==> src/hw/rtl/sts_pkg.sv <==
// Shared types and constants for the sorted key table search block.
package sts_pkg;

  localparam int WORD_W  = 32;
  localparam int KEY_W   = 4 * WORD_W;
  localparam int CNT_W   = 11;
  localparam int IDX_W   = 10;
  localparam int APB_AW  = 3;
  localparam int APB_DW  = 32;

  // Register index of entry_count, taken from paddr[2].
  localparam logic REG_ENTRY_COUNT = 1'b0;

  // Request types.
  localparam logic REQ_LOAD   = 1'b0;
  localparam logic REQ_LOOKUP = 1'b1;

  typedef enum logic [1:0] {
    S_IDLE,
    S_SEARCH,
    S_FINAL
  } state_t;

  // Result of comparing the stored entry against the search key.
  typedef struct packed {
    logic lt;
    logic eq;
  } cmp_res_t;

  // One lookup result as presented to the output registers.
  typedef struct packed {
    logic             valid;
    logic             found;
    logic [IDX_W-1:0] index;
  } res_t;

endpackage

==> src/hw/rtl/sts_search_ctrl.sv <==
// Binary search sequencer: bound registers, probe address and result.
module sts_search_ctrl #(
  parameter int AW = 10
) (
  input  logic                      clk,
  input  logic                      rst_n,
  input  logic                      start_lookup,
  input  logic [sts_pkg::CNT_W-1:0] count,
  input  sts_pkg::cmp_res_t         cmp,
  output logic                      rd_en,
  output logic [AW-1:0]             rd_addr,
  output logic                      busy,
  output sts_pkg::res_t             res
);

  sts_pkg::state_t state_r, state_nxt;

  // l1 is the low bound plus one; the search ends when it meets high.
  logic [sts_pkg::CNT_W-1:0] l1_r, high_r, mid_r;
  logic [sts_pkg::CNT_W-1:0] l1_nxt, high_nxt, mid_nxt;
  logic [sts_pkg::CNT_W:0]   sum;
  logic                      last;
  logic                      found;
  sts_pkg::res_t             res_r;

  always_comb begin
    case (state_r)
      sts_pkg::S_IDLE: begin
        l1_nxt   = '0;
        high_nxt = count;
      end
      sts_pkg::S_SEARCH: begin
        if (cmp.lt) begin
          l1_nxt   = mid_r + sts_pkg::CNT_W'(1);
          high_nxt = high_r;
        end else begin
          l1_nxt   = l1_r;
          high_nxt = mid_r;
        end
      end
      default: begin
        l1_nxt   = l1_r;
        high_nxt = high_r;
      end
    endcase
    sum     = {1'b0, l1_nxt} + {1'b0, high_nxt} - (sts_pkg::CNT_W+1)'(1);
    mid_nxt = sum[sts_pkg::CNT_W:1];
    last    = l1_nxt == high_nxt;
  end

  always_comb begin
    case (state_r)
      sts_pkg::S_IDLE: begin
        if (start_lookup) begin
          state_nxt = last ? sts_pkg::S_FINAL : sts_pkg::S_SEARCH;
        end else begin
          state_nxt = sts_pkg::S_IDLE;
        end
      end
      sts_pkg::S_SEARCH: state_nxt = last ? sts_pkg::S_FINAL : sts_pkg::S_SEARCH;
      sts_pkg::S_FINAL:  state_nxt = sts_pkg::S_IDLE;
      default:           state_nxt = sts_pkg::S_IDLE;
    endcase
  end

  always_comb begin
    rd_en = 1'b0;
    busy  = 1'b1;
    case (state_r)
      sts_pkg::S_IDLE: begin
        rd_en = start_lookup;
        busy  = 1'b0;
      end
      sts_pkg::S_SEARCH: rd_en = 1'b1;
      sts_pkg::S_FINAL:  rd_en = 1'b0;
      default:           busy  = 1'b0;
    endcase
    // The closing read fetches the bound itself; a bound at the count is
    // never compared, so address zero keeps the read inside the table.
    if (last) begin
      rd_addr = (high_nxt < count) ? AW'(high_nxt) : '0;
    end else begin
      rd_addr = AW'(mid_nxt);
    end
    found = (state_r == sts_pkg::S_FINAL) && (high_r < count) && cmp.eq;
  end

  always_ff @(posedge clk) begin
    if (!rst_n) begin
      state_r <= sts_pkg::S_IDLE;
      res_r   <= '0;
    end else begin
      state_r     <= state_nxt;
      res_r.valid <= state_r == sts_pkg::S_FINAL;
      if (state_r == sts_pkg::S_FINAL) begin
        res_r.found <= found;
        res_r.index <= found ? high_r[sts_pkg::IDX_W-1:0] : '0;
      end
    end
  end

  always_ff @(posedge clk) begin
    if (rd_en) begin
      l1_r   <= l1_nxt;
      high_r <= high_nxt;
      mid_r  <= mid_nxt;
    end
  end

  assign res = res_r;

endmodule

==> config.mk <==
export PLATFORM = sky130hd
export DESIGN_NAME = sts_search_ctrl
export DESIGN_NICKNAME = d
export VERILOG_FILES = /design/src/hw/rtl/sts_pkg.sv /design/src/hw/rtl/sts_search_ctrl.sv
export SDC_FILE = /design/constraint.sdc
export NUM_CORES = 1
export LEC_CHECK = 0
export BUFFER_PORTS_ARGS = -buffer_cell sky130_fd_sc_hd__buf_4
export CELL_PAD_IN_SITES_DETAIL_PLACEMENT = 1
export CELL_PAD_IN_SITES_GLOBAL_PLACEMENT = 1
export CORE_ASPECT_RATIO = 0.6
export CORE_MARGIN = 2
export CORE_UTILIZATION = 40
export CTS_BUF_LIST = sky130_fd_sc_hd__clkbuf_8
export DETAILED_ROUTE_END_ITERATION = 10
export GPL_TIMING_DRIVEN = 1
export PLACE_DENSITY = 0.83
export SYNTH_ARGS = -nofsm -noshare
export SYNTH_HDL_FRONTEND = slang
export SYNTH_SLANG_ARGS = --single-unit
==> constraint.sdc <==
create_clock -name clk -period 4.64 [get_ports clk]
set_input_delay 0.696 -clock clk [delete_from_list [all_inputs] [get_ports clk]]
set_output_delay 0.696 -clock clk [all_outputs]
set_load 0.02 [all_outputs]
==> out/qor.yml <==
synth:
  ys_seq_elements: 47
  synth_xor_area_frac: 0.0489
  ys_seq_area_frac: 0.394
  synth_top_family_by_area: "adder cells"
  syn_nets: 387
  synth-simple-area-share: 0.103
  synthCells: 325
  synth_area_um2: 3220
  synth_edf_count: 33
  synthMuxAreaShare: 0
  synth_warnings: 0
  synth_ff_type: "edfxtp_1"
  yosys.area_share.adder: 0.181
  yosysUniqueCellTypes: 41
  avgSynthCellArea_um2: 9.92
  synth_compound_area_frac: 0.180
  synthArstFlopShare: 0
floorplanning:
  die_w_um: 120
  ios: 40
  core_um2: 7850
  die-area_um2: 8820
  initial_utilization: 0.411
  dieHeight_um: 73.5
  rows: 25
timing:
  fmax_ghz: 0.217
  fin_skew_ns: 0.00991
  fin_crit_ns: 4.60
  final_hold_viol_count: 0
  rsz0062_at_grt: "yes"
  finalCritPeriodShare: 0.992
  slew_headroom: 0.335
  worstMarginPinSlew_ns: 0.997
  setup_violations: 0
  drv_slew: 0
  setup_ws_ns: 0.0383
layout:
  syn2layout_area_growth_pct: 26.0
  nets: 457
  layout_common_cells: "67 x buf_4, 61 x inv_1, 39 x ha_1"
  diodes: 0
  final_layout_size_suffix_gt1_frac: 0.270
  utilization: 0.518
  instances_no_fill: 504
  final_common_cell: "buf_4"
worst_hold_path:
  hold_depth: 1
  worst_hold_path_type: "flop to flop"
detailed_routing:
  wl_met2_um: 4500
  vias: 2768
  drt_iter0_markers: 314
  wl_per_cell_um: 20.1
  met1Wirelength_um: 4900
  drt_first_pass_iters: 5
  top_layer_used: "met4"
  vias_per_cell: 5.49
  routed_wl_um: 10100
  drcViolationCount: 0
  ant_nets: 0
  wl_met3_um: 595
placement:
  hpwl_um: 7550
  gp_congestion: 0.989
  dp.cells: 480
  preCtsSetupSlack_ns: 0.123
  portBuffers: 39
grt:
  grt_pass1_vias: 2851
  grt_pass1_wl_um: 15300
  antenna_found_initial: 0
  grt_start_max_net_pins: 36
  track_usage: 0.232
  grt_overflow: 0
critical_path:
  arrival_ns: 3.91
  crit_type: "flop to output port"
  crit_path_max_fanout: 12
  startpoint_type: "flop"
  cp-end-kind: "output port"
  r2r_cells: 16
  required_ns: 3.94
clock_tree:
  numCtsBuffers: 5
  cts_max_path_buffers: 2
  cts_tree: "yes"
  cts.sinks: 47
  cts_root_buffer: "clkbuf_8"
  clkLatencyLatePin_ns: 0.32
  clk_pin_slew_worst_paths_ns: 0.09
  htree_num_levels: 2
job:
  drv_cap: 0
power_and_ir_drop:
  powerDensity_nw_per_um2: 570
  irDropWorstVdd_mv: 0.482
  leakage_nw: 1.87
outcome:
  status: "complete, no violations"
## final cells by class
| cell class | count | area (um2) |
|---|---|---|
| clock buffer | 5 | 68.8 |
| clock inverter | 3 | 18.8 |
| fill | 881 | 3790 |
| inverter | 64 | 243 |
| multi-input combinational | 207 | 1780 |
| sequential | 47 | 1270 |
| tap | 108 | 135 |
| timing repair buffer | 70 | 541 |
## critical path: stages, from the launching register on
cell and delay, ns:
dfxtp_2 0.35, inv_1 0.11, ha_4 0.17, buf_8 0.16
o21ai_4 0.08, buf_4 0.18, a222oi_1 0.34, buf_4 0.19
ha_1 0.26, inv_1 0.09, ha_1 0.28, a21o_1 0.19
a221o_1 0.38, o41ai_4 0.34, xnor2_1 0.18, nand2b_1 0.09
o21ai_2 0.07, buf_6 0.13
## sequential cells by signal, summed over array words and instances (netlist names)
name / flops
res: 12
high_r: 11
l1_r: 11
mid_r: 11
state_r: 2
## through the flow
step,power [mW],instance area (um2),hold slack (ns),TNS [ns]
floorplan,1.46,3220,0.484,0
global placement,1.87,3710,0.438,0
detailed placement,1.91,3710,0.460,0
CTS,2.21,3880,0.490,0
global route,2.45,4060,0.514,-0.161
finish,2.32,4060,0.485,0
## synthesized netlist by cell type, drive strengths merged, types with 3 or more instances
master  number  share of area
o21ai       20          0.036
nor4         3         0.0058
ha          45           0.17
xor2         9          0.024
a22o        10          0.027
nand2b       4         0.0078
inv         64          0.075
a222oi      11          0.034
a21oi       11          0.017
nor2        14          0.016
and3         4         0.0078
edfxtp      33           0.31
nand3        4         0.0062
nand2       20          0.024
or2          3         0.0058
xnor2        9          0.024
o21a         3         0.0070
a21o         6          0.014
nand4        4         0.0078
o22ai        7          0.014
clkbuf       6          0.016
a211oi       3         0.0070
dfxtp       14          0.087
## timing repair
item,CTS,global route
buffers inserted,6,10
hold endpoints to repair,0,0
gates resized for setup,8,28
endpoints found under the setup margin,3,10
pin swaps,6,12
hold buffers,0,0
## worst paths after layout
| kind | slack [ns] | end | from |
|---|---|---|---|
| max | 0.04 | rd_addr[8] | state_r[0] |
| min | 0.49 | res[7] | res[7] |
| max reg2reg | 0.87 | mid_r[10] | state_r[0] |
| min reg2reg | 0.49 | res[7] | res[7] |
## report_power, final
part	leakage, nW	total [mW]	internal (mW)	switching [mW]
combinational	1.37	1.37	0.601	0.764
sequential	0.444	0.686	0.588	0.0980
clock	0.0483	0.266	0.107	0.160
total	1.87	2.32	1.30	1.02
## routing by layer
layer / up-vias / GRT usage
met5: - / 0
met4: 0 / 0.0484
met1: 1370 / 0.344
met3: 14 / 0.0443
li1: 1301 / -
met2: 83 / 0.352
## cell families after synthesis
family                     count (synthesis)
AOI/OAI and AO/OA                         79
buffers and inverters                     71
and+or+nand+nor                           64
DFF                                       47
adders and majority gates                 46
xor gates and xnor gates                  18
(Power assumes the default switching activity.)
