`config.mk`:
```
export PLATFORM = sky130hd
export DESIGN_NAME = sts_key_cmp
export DESIGN_NICKNAME = d
export VERILOG_FILES = /design/src/hw/rtl/sts_pkg.sv /design/src/hw/rtl/sts_key_cmp.sv
export SDC_FILE = /design/constraint.sdc
export NUM_CORES = 1
export LEC_CHECK = 0
export BUFFER_PORTS_ARGS = -buffer_cell sky130_fd_sc_hd__buf_2
export CORE_ASPECT_RATIO = 0.5
export CORE_MARGIN = 2
export CORE_UTILIZATION = 38
export DETAILED_ROUTE_END_ITERATION = 16
export GPL_TIMING_DRIVEN = 0
export PLACE_DENSITY = 0.88
export SLEW_MARGIN = 20
export SYNTH_ARGS = -nofsm -noshare
export SYNTH_HDL_FRONTEND = slang
export SYNTH_SLANG_ARGS = --single-unit
export TNS_END_PERCENT = 50
```
`constraint.sdc`:
```
create_clock -name vclk -period 1.4
set_input_delay 0 -clock vclk [all_inputs]
set_output_delay 0 -clock vclk [all_outputs]
set_load 0.005 [all_outputs]
```
`src/hw/rtl/sts_pkg.sv`:
```
// Shared types and constants for the sorted key table search block.
package sts_pkg;

  localparam int WORD_W  = 32;
  localparam int KEY_W   = 4 * WORD_W;
  localparam int CNT_W   = 11;
  localparam int IDX_W   = 10;
  localparam int APB_AW  = 3;
  localparam int APB_DW  = 32;

  // Register index of entry_count, taken from paddr[2].
  localparam logic REG_ENTRY_COUNT = 1'b0;

  // Request types.
  localparam logic REQ_LOAD   = 1'b0;
  localparam logic REQ_LOOKUP = 1'b1;

  typedef enum logic [1:0] {
    S_IDLE,
    S_SEARCH,
    S_FINAL
  } state_t;

  // Result of comparing the stored entry against the search key.
  typedef struct packed {
    logic lt;
    logic eq;
  } cmp_res_t;

  // One lookup result as presented to the output registers.
  typedef struct packed {
    logic             valid;
    logic             found;
    logic [IDX_W-1:0] index;
  } res_t;

endpackage

```
`src/hw/rtl/sts_key_cmp.sv`:
```
// Shared 128-bit key comparator, word 0 most significant.
module sts_key_cmp (
  input  logic [sts_pkg::KEY_W-1:0] entry,
  input  logic [sts_pkg::KEY_W-1:0] key,
  output sts_pkg::cmp_res_t         res
);

  // Word 0 sits in the top bits, so an unsigned compare of the packed
  // vectors is the lexicographic order over the four words.
  always_comb begin
    res.lt = entry < key;
    res.eq = entry == key;
  end

endmodule

```
==> run_results.csv, run 1 <==
group,metric,value,unit
global_route,grt-ovfl-total,0,
route,wl,11000,um
global_route,grt_usage,0.212,
route,num_vias,4090,
route,highest-signal-layer,"met4",
route,met2_length,5890,um
sta,worstMarginPinSlew,384,ps
worst_setup_path,required,1400,ps
final_layout,diodes,0,
synth,ys_seq_area_frac,0,
sta,final.period_utilization,1.29,
pwr,p_per_area,261,nW/um^2
synth,ys_types,29,
synth,netlist_top_cells_area,"ha_1 50%, inv_1 15%, a21oi_1 6.6%",
worst_setup_path,path_class,"input port to primary output",
synth,syn_area,3210,um^2
pwr,power,1.29,mW
route,dr.pass1.iters,4,
synth,syn_inst,456,
worst_setup_path,max_stage_delay,320,ps
global_route,grt_pass1_wl,16200,um
placed_design,dp_hpwl,10000,um
placed_design,place_area,4750,um^2
global_route,grt_pass1_vias,3903,
worst_setup_path,critPathBufInv,3,
die,die_w,134,um
worst_setup_path,path_max_fanout,2,
worst_setup_path,critPathArrivalTime,1800,ps
final_layout,layout-drive-gt1-share,0.421,
sta,fmax,554,MHz
route,avgViaCountPerCell,4.95,
hold_path,min_path_type,"input port to primary output",
route,m1WireLength,4330,um
placed_design,gp_congestion,0.899,
die,die_y,68.9,um
die,dieArea,9230,um^2
final_layout,seq_area,0,um^2
route,wl_met3,641,um
job,drv_cap,0,
synth,yosys.area.top_type,"ha_1",
final_layout,fin_nets,1101,
global_route,grt_max_degree,5,
pwr,leakagePower,3.11,nW
final_layout,final_area,4940,um^2
outcome,violations,"negative setup slack",
final_layout,syn_to_final_growth,54.2,%
pwr,ir_drop,0.114,mV
sta,period_needed,1800,ps
synth,avgSynthCellArea,7.03,um^2
sta,slew_headroom,0.742,
pwr,pwr-share-seq,0,
worst_setup_path,cp-start-kind,"input port",
die,initial_utilization,0.396,
sta,hold_viol_final,0,
pwr,power_frac_comb,1.000,
synth,synth_nets,840,
route,detail-route-antenna-nets,0,
synth,synth_top_area_frac,0.500,
sta,setup_slack,-405,ps
route,wl_per_cell,13.3,um
sta,finalSetupViolCount,2,
synth,yosys_warnings,0,
pwr,p_int,680,uW
final_layout,n_sequential_cell,0,
worst_setup_path,endpoint_kind,"primary output",
route,drt_iter0_markers,146,
pwr,swShare,0.472,
die,ioPinCount,258,
pwr,pwr-share-clk,0,
clocking,postCtsHoldBufs,0,
die,core-area,8090,um^2
outcome,status,"finished, violations left",
die,rows,23,
global_route,antenna_found_initial,0,
sta,rsz0062_at_grt,"true",
placed_design,port_buffers,258,
sta,finalHoldWorstSlack,490,ps
sta,slew_violations,0,
route,drc_errors,0,
pwr,switchingPower,609,uW
worst_setup_path,cp_cell_sequence,"buf_2 -> inv_2 -> ha_4 -> a21o_1 -> a221o_1 -> a221oi_2 -> o21ai_1 -> a21oi_2 -> o2111ai_2 -> a21oi_2 -> buf_2",
final_layout,clkbuf_count,0,
worst_setup_path,cp_top_family,"compound AO/OA/AOI/OAI gates",
worst_setup_path,slowest_stage,"a221o_1",
-- cells by family after synthesis --
kind of cell / Yosys count / share of synthesized area
simple gates: 105 / 0.167
fa+ha+maj: 128 / 0.500
buf+inv: 128 / 0.150
compound gates: 95 / 0.184
-- Yosys cell counts, drive strengths merged, types with 2 or more instances --
| cell type | number |
|---|---|
| a221oi | 7 |
| a21o | 10 |
| and2 | 2 |
| nor2 | 15 |
| nor3 | 3 |
| ha | 128 |
| a211oi | 4 |
| nand2 | 37 |
| o21ai | 18 |
| a21oi | 44 |
| inv | 128 |
| nand4 | 19 |
| nor4 | 5 |
| a221o | 3 |
| nor2b | 4 |
| o211ai | 2 |
| nand3 | 11 |
| and4 | 8 |
-- worst min-delay path, cell delays in order --
cell and delay [ps]:
buf_2 80, ha_1 130, a211oi_1 50, o2111ai_2 70
a21oi_2 30, buf_2 120
-- cell type report --
cell class / instances / area, um^2
fill: 739 / 3140
inverter: 128 / 500
multi-input combinational: 328 / 2970
tap: 112 / 140
timing repair buffer: 259 / 1330
-- final timing paths --
kind                 end  cells after the start  slack [ps]  startpoint
setup / recovery  res[1]                     11        -400     key[89]
hold / removal    res[1]                      6         490  entry[127]
-- routing by layer --
layer  up-vias  GRT usage
met5         -          0
met4         0     0.0426
met3        16     0.0249
met2       124      0.437
met1      1852      0.243
li1       2098          -
-- timing repair --
item	CTS	global route
resized for setup	36	1
buffers inserted	1	0
pin swaps	20	2
gates cloned	0	0
setup endpoints to repair	2	2
-- cell usage in the layout (no fill, tap or decap), drive strengths merged --
| cell | Yosys | routed |
|---|---|---|
| nand2 | 37 | 37 |
| nor4 | 5 | 5 |
| inv | 128 | 128 |
| a221oi | 7 | 7 |
| a31oi | 1 | 1 |
| nand4 | 19 | 19 |
| nor2b | 4 | 4 |
| a21bo | 1 | 1 |
| and2 | 2 | 2 |
| buf | 0 | 259 |
| ha | 128 | 128 |
| nor2 | 15 | 15 |
| o211ai | 2 | 2 |
| a2bb2oi | 1 | 1 |
| nand3 | 11 | 11 |
| and4 | 8 | 8 |
| nor4bb | 1 | 1 |
| o2111ai | 1 | 1 |
| o21a | 1 | 1 |
| a221o | 3 | 3 |
| a2111o | 1 | 1 |
| a21o | 10 | 10 |
| nor3 | 3 | 3 |
| o31ai | 1 | 1 |
| o21ai | 18 | 18 |
| a21oi | 44 | 44 |
| a211oi | 4 | 4 |
-- power by group through the flow --
stage | clock [mW] | combinational, mW | sequential, mW
6_report | 0 | 1.29 | 0
5_1_grt | 0 | 1.47 | 0
4_1_cts | 0 | 1.27 | 0
3_5_place_dp | 0 | 1.21 | 0
3_3_place_gp | 0 | 1.15 | 0
2_1_floorplan | 0 | 0.649 | 0
-- stage by stage --
stage	worst slack, ps	utilization	std cells	TNS (ps)
3_3_place_gp	-574	0.587	826	-1100
3_5_place_dp	-536	0.587	826	-1070
6_report	-405	0.611	827	-769
5_1_grt	-505	0.611	827	-952
2_1_floorplan	-73.4	-	456	-144
4_1_cts	-381	0.611	827	-732
Note: power is estimated with default switching activity, not from simulation.
==> run 2, diff against run 1 <==
CORE_MARGIN = unset   (was 2)
==> run_results.csv, run 2 (synthesis gave the netlist of run 1 again) <==
group,metric,value,unit
worst_setup_path,required,1400,ps
global_route,grt_pass1_vias,3878,
final_layout,clkbuf_count,0,
global_route,grt-ovfl-total,0,
sta,fmax,542,MHz
die,die_w,132,um
sta,slew_headroom,0.726,
final_layout,fin_nets,1104,
sta,rsz0062_at_grt,"true",
pwr,pwr-share-seq,0,
route,num_vias,4067,
die,rows,23,
route,highest-signal-layer,"met4",
sta,final.period_utilization,1.32,
pwr,switchingPower,626,uW
route,drc_errors,0,
worst_setup_path,path_max_fanout,2,
pwr,ir_drop,0.112,mV
route,wl_met3,403,um
placed_design,dp_hpwl,9620,um
global_route,antenna_found_initial,0,
hold_path,min_path_type,"input port to primary output",
outcome,violations,"negative setup slack",
route,detail-route-antenna-nets,0,
placed_design,pre_cts_ws,-642,ps
pwr,leakagePower,3.16,nW
worst_setup_path,cp_cell_sequence,"buf_6 -> inv_4 -> ha_4 -> and2_4 -> a221o_1 -> a221oi_2 -> o21ai_1 -> a21oi_2 -> o2111ai_2 -> a21oi_2 -> buf_2",
final_layout,final_cell_mix,"253 x buf_2, 117 x inv_1, 114 x ha_1, 39 x a21oi_1, 36 x nand2_1",
route,wl_per_cell,13.1,um
route,avgViaCountPerCell,4.90,
sta,slew_violations,0,
die,initial_utilization,0.396,
route,m1WireLength,4480,um
final_layout,layout-drive-gt1-share,0.426,
placed_design,place_area,4750,um^2
pwr,swShare,0.474,
pwr,p_int,695,uW
final_layout,seq_area,0,um^2
global_route,grt_max_degree,5,
sta,setup_slack,-444,ps
pwr,pwr-share-clk,0,
sta,finalHoldWorstSlack,487,ps
outcome,status,"finished, violations left",
die,dieArea,8830,um^2
route,drt_iter0_markers,116,
pwr,p_per_area,264,nW/um^2
sta,finalSetupViolCount,2,
worst_setup_path,cp-start-kind,"input port",
sta,hold_viol_final,0,
final_layout,nFillCells,727,
die,ioPinCount,258,
worst_setup_path,max_stage_delay,330,ps
final_layout,n_sequential_cell,0,
worst_setup_path,endpoint_kind,"primary output",
final_layout,syn_to_final_growth,56.2,%
worst_setup_path,critPathArrivalTime,1840,ps
route,met2_length,5740,um
worst_setup_path,path_class,"input port to primary output",
sta,worstMarginPinSlew,407,ps
sta,period_needed,1840,ps
die,core-area,8090,um^2
placed_design,gp_congestion,0.914,
job,drv_cap,0,
final_layout,final_area,5010,um^2
worst_setup_path,crit_top_cell,"a21oi_2",
final_layout,diodes,0,
clocking,postCtsHoldBufs,0,
placed_design,port_buffers,258,
final_layout,final_common_cell,"buf_2",
pwr,power_frac_comb,1.000,
final_layout,multi_input_area,3000,um^2
route,dr.pass1.iters,4,
global_route,grt_usage,0.221,
route,wl,10800,um
die,die_y,66.9,um
worst_setup_path,slowest_stage,"a221o_1",
global_route,grt_pass1_wl,16000,um
## run 2: layer usage
layer / vias up / global-route usage
li1: 2105 / -
met1: 1817 / 0.257
met2: 123 / 0.454
met3: 22 / 0.0129
met4: 0 / 0.0407
met5: - / 0
## run 2: path summary, 6_finish.rpt
kind / slack (ps) / end / startpoint / depth (start not counted)
setup / recovery: -440 / res[1] / key[90] / 11
hold / removal: 490 / res[1] / entry[127] / 6
## run 2: repair_timing
action                                  in CTS  in global routing
buffers inserted                             3                  1
resized for setup                           27                 18
pin swaps                                   21                 11
endpoints found under the setup margin       2                  2
## run 2: area by class of cell
class / count / share of cell area
multi-input cells: 328 / 0.600
well taps: 112 / 0.0280
inverters: 128 / 0.101
repair buffers: 262 / 0.271
## run 2: through the flow
| step | power [mW] | util | cells | TNS, ps |
|---|---|---|---|---|
| 5_1_grt | 1.50 | 0.619 | 830 | -1110 |
| 3_3_place_gp | 1.15 | 0.587 | 826 | -1120 |
| 6_report | 1.32 | 0.619 | 830 | -866 |
| 4_1_cts | 1.27 | 0.607 | 829 | -767 |
| 2_1_floorplan | 0.649 | - | 456 | -144 |
| 3_5_place_dp | 1.21 | 0.587 | 826 | -1200 |
## run 2: critical path, delay by kind of cell
kind / cells / cell delay (ps)
fa+ha+maj: 1 / 190
simple gates: 1 / 160
compound gates: 6 / 1210
buf+inv: 3 / 290
## run 2: power by group through the flow
stage / Sequential, mW / Clock, mW / Combinational [mW]
2_1_floorplan: 0 / 0 / 0.649
3_3_place_gp: 0 / 0 / 1.15
3_5_place_dp: 0 / 0 / 1.21
4_1_cts: 0 / 0 / 1.27
5_1_grt: 0 / 0 / 1.50
6_report: 0 / 0 / 1.32
==> run 3, diff against run 2 <==
MAX_ROUTING_LAYER = met4   (was unset)
==> run_results.csv, run 3 (synthesis gave the netlist of run 1 again) <==
group,metric,value,unit
global_route,grt-ovfl-total,0,
global_route,grt_pass1_vias,3880,
placed_design,pre_cts_ws,-642,ps
sta,hold_viol_final,0,
global_route,grt_usage,0.227,
worst_setup_path,critPathArrivalTime,1850,ps
pwr,pwr-share-clk,0,
final_layout,final_cell_mix,"253 x buf_2, 117 x inv_1, 114 x ha_1, 39 x a21oi_1, 36 x nand2_1",
worst_setup_path,critPathBufInv,3,
outcome,violations,"negative setup slack",
pwr,pwr-share-seq,0,
route,wl,10800,um
worst_setup_path,slowest_stage,"a221o_1",
die,dieArea,8830,um^2
final_layout,final_common_cell,"buf_2",
worst_setup_path,required,1400,ps
final_layout,diodes,0,
global_route,grt_max_degree,5,
worst_setup_path,crit_top_cell,"a21oi_2",
sta,period_needed,1850,ps
final_layout,fin_nets,1104,
pwr,p_per_area,264,nW/um^2
final_layout,nFillCells,727,
die,core-area,8090,um^2
final_layout,layout-drive-gt1-share,0.426,
sta,fmax,541,MHz
hold_path,min_path_type,"input port to primary output",
sta,setup_tns,-876,ps
global_route,grt_pass1_wl,16000,um
pwr,ir_drop,0.112,mV
outcome,status,"finished, violations left",
placed_design,gp_congestion,0.930,
die,ioPinCount,258,
placed_design,dp_hpwl,9620,um
pwr,swShare,0.474,
pwr,power_frac_comb,1.000,
sta,slew_headroom,0.726,
sta,setup_slack,-447,ps
hold_path,hold_depth,6,
sta,worstMarginPinSlew,407,ps
hold_path,hold_end,"res[1]",
worst_setup_path,cp-start-kind,"input port",
final_layout,syn_to_final_growth,56.2,%
worst_setup_path,path_class,"input port to primary output",
global_route,antenna_found_initial,0,
placed_design,port_buffers,258,
sta,rsz0062_at_grt,"true",
sta,slew_violations,0,
route,wl_per_cell,13.0,um
die,initial_utilization,0.396,
worst_setup_path,cp_cell_sequence,"buf_6 -> inv_4 -> ha_4 -> and2_4 -> a221o_1 -> a221oi_2 -> o21ai_1 -> a21oi_2 -> o2111ai_2 -> a21oi_2 -> buf_2",
pwr,p_int,695,uW
route,drt_iter0_markers,142,
final_layout,multi_input_area,3000,um^2
hold_path,min_from,"entry[127]",
worst_setup_path,max_stage_delay,330,ps
sta,finalSetupViolCount,2,
final_layout,clkbuf_count,0,
die,rows,23,
worst_setup_path,cp_top_family,"compound AO/OA/AOI/OAI gates",
pwr,switchingPower,625,uW
final_layout,n_sequential_cell,0,
route,num_vias,4050,
final_layout,seq_area,0,um^2
route,avgViaCountPerCell,4.88,
job,drv_cap,0,
route,drc_errors,0,
pwr,leakagePower,3.16,nW
pwr,power,1.32,mW
worst_setup_path,path_max_fanout,2,
sta,final.period_utilization,1.32,
route,dr.pass1.iters,4,
worst_setup_path,endpoint_kind,"primary output",
die,die_w,132,um
route,detail-route-antenna-nets,0,
die,die_y,66.9,um
run 3: worst max-delay path by stage:
stage,from,end,slack (ps),cells past startpoint
4_1_cts,key[51],res[1],-430,11
3_5_place_dp,entry[126],res[0],-640,8
6_report,key[90],res[1],-450,11
2_1_floorplan,key[55],res[1],-70,8
5_1_grt,key[95],res[1],-560,11
3_3_place_gp,key[127],res[0],-600,9
run 3: worst min-delay path, cell delays in order:
cell and delay, ps:
buf_2 80, ha_1 140, a211oi_1 50, o2111ai_2 60, a21oi_2 30, buf_2 130
run 3: power groups by stage:
stage | logic, mW | clock network (mW) | registers [mW]
finish | 1.32 | 0 | 0
global route | 1.50 | 0 | 0
CTS | 1.27 | 0 | 0
detailed placement | 1.21 | 0 | 0
global placement | 1.15 | 0 | 0
floorplan | 0.649 | 0 | 0
run 3: cell type report:
class | instances | area share
tap | 112 | 0.0280
timing repair buffer | 262 | 0.271
inverter | 128 | 0.101
multi-input combinational | 328 | 0.600
run 3: routing by layer:
layer | GRT usage | part of all wire
met5 | - | 0
met4 | 0.0407 | 0.018
met3 | 0.0122 | 0.036
met2 | 0.454 | 0.53
met1 | 0.257 | 0.42
run 3: repair_timing:
action,CTS,global route
hold buffers,0,0
buffers inserted,3,1
pin swaps,21,11
endpoints found under the hold margin,0,0
resized for setup,27,18
endpoints found under the setup margin,2,2
run 3: metrics by stage:
step / cell area, um^2 / cells / hold slack, ps / util
after floorplan: 3310 / 456 / 272 / -
after global routing: 5010 / 830 / 514 / 0.619
final: 5010 / 830 / 487 / 0.619
after global placement: 4750 / 826 / 509 / 0.587
after CTS: 4910 / 829 / 493 / 0.607
after detailed placement: 4750 / 826 / 514 / 0.587
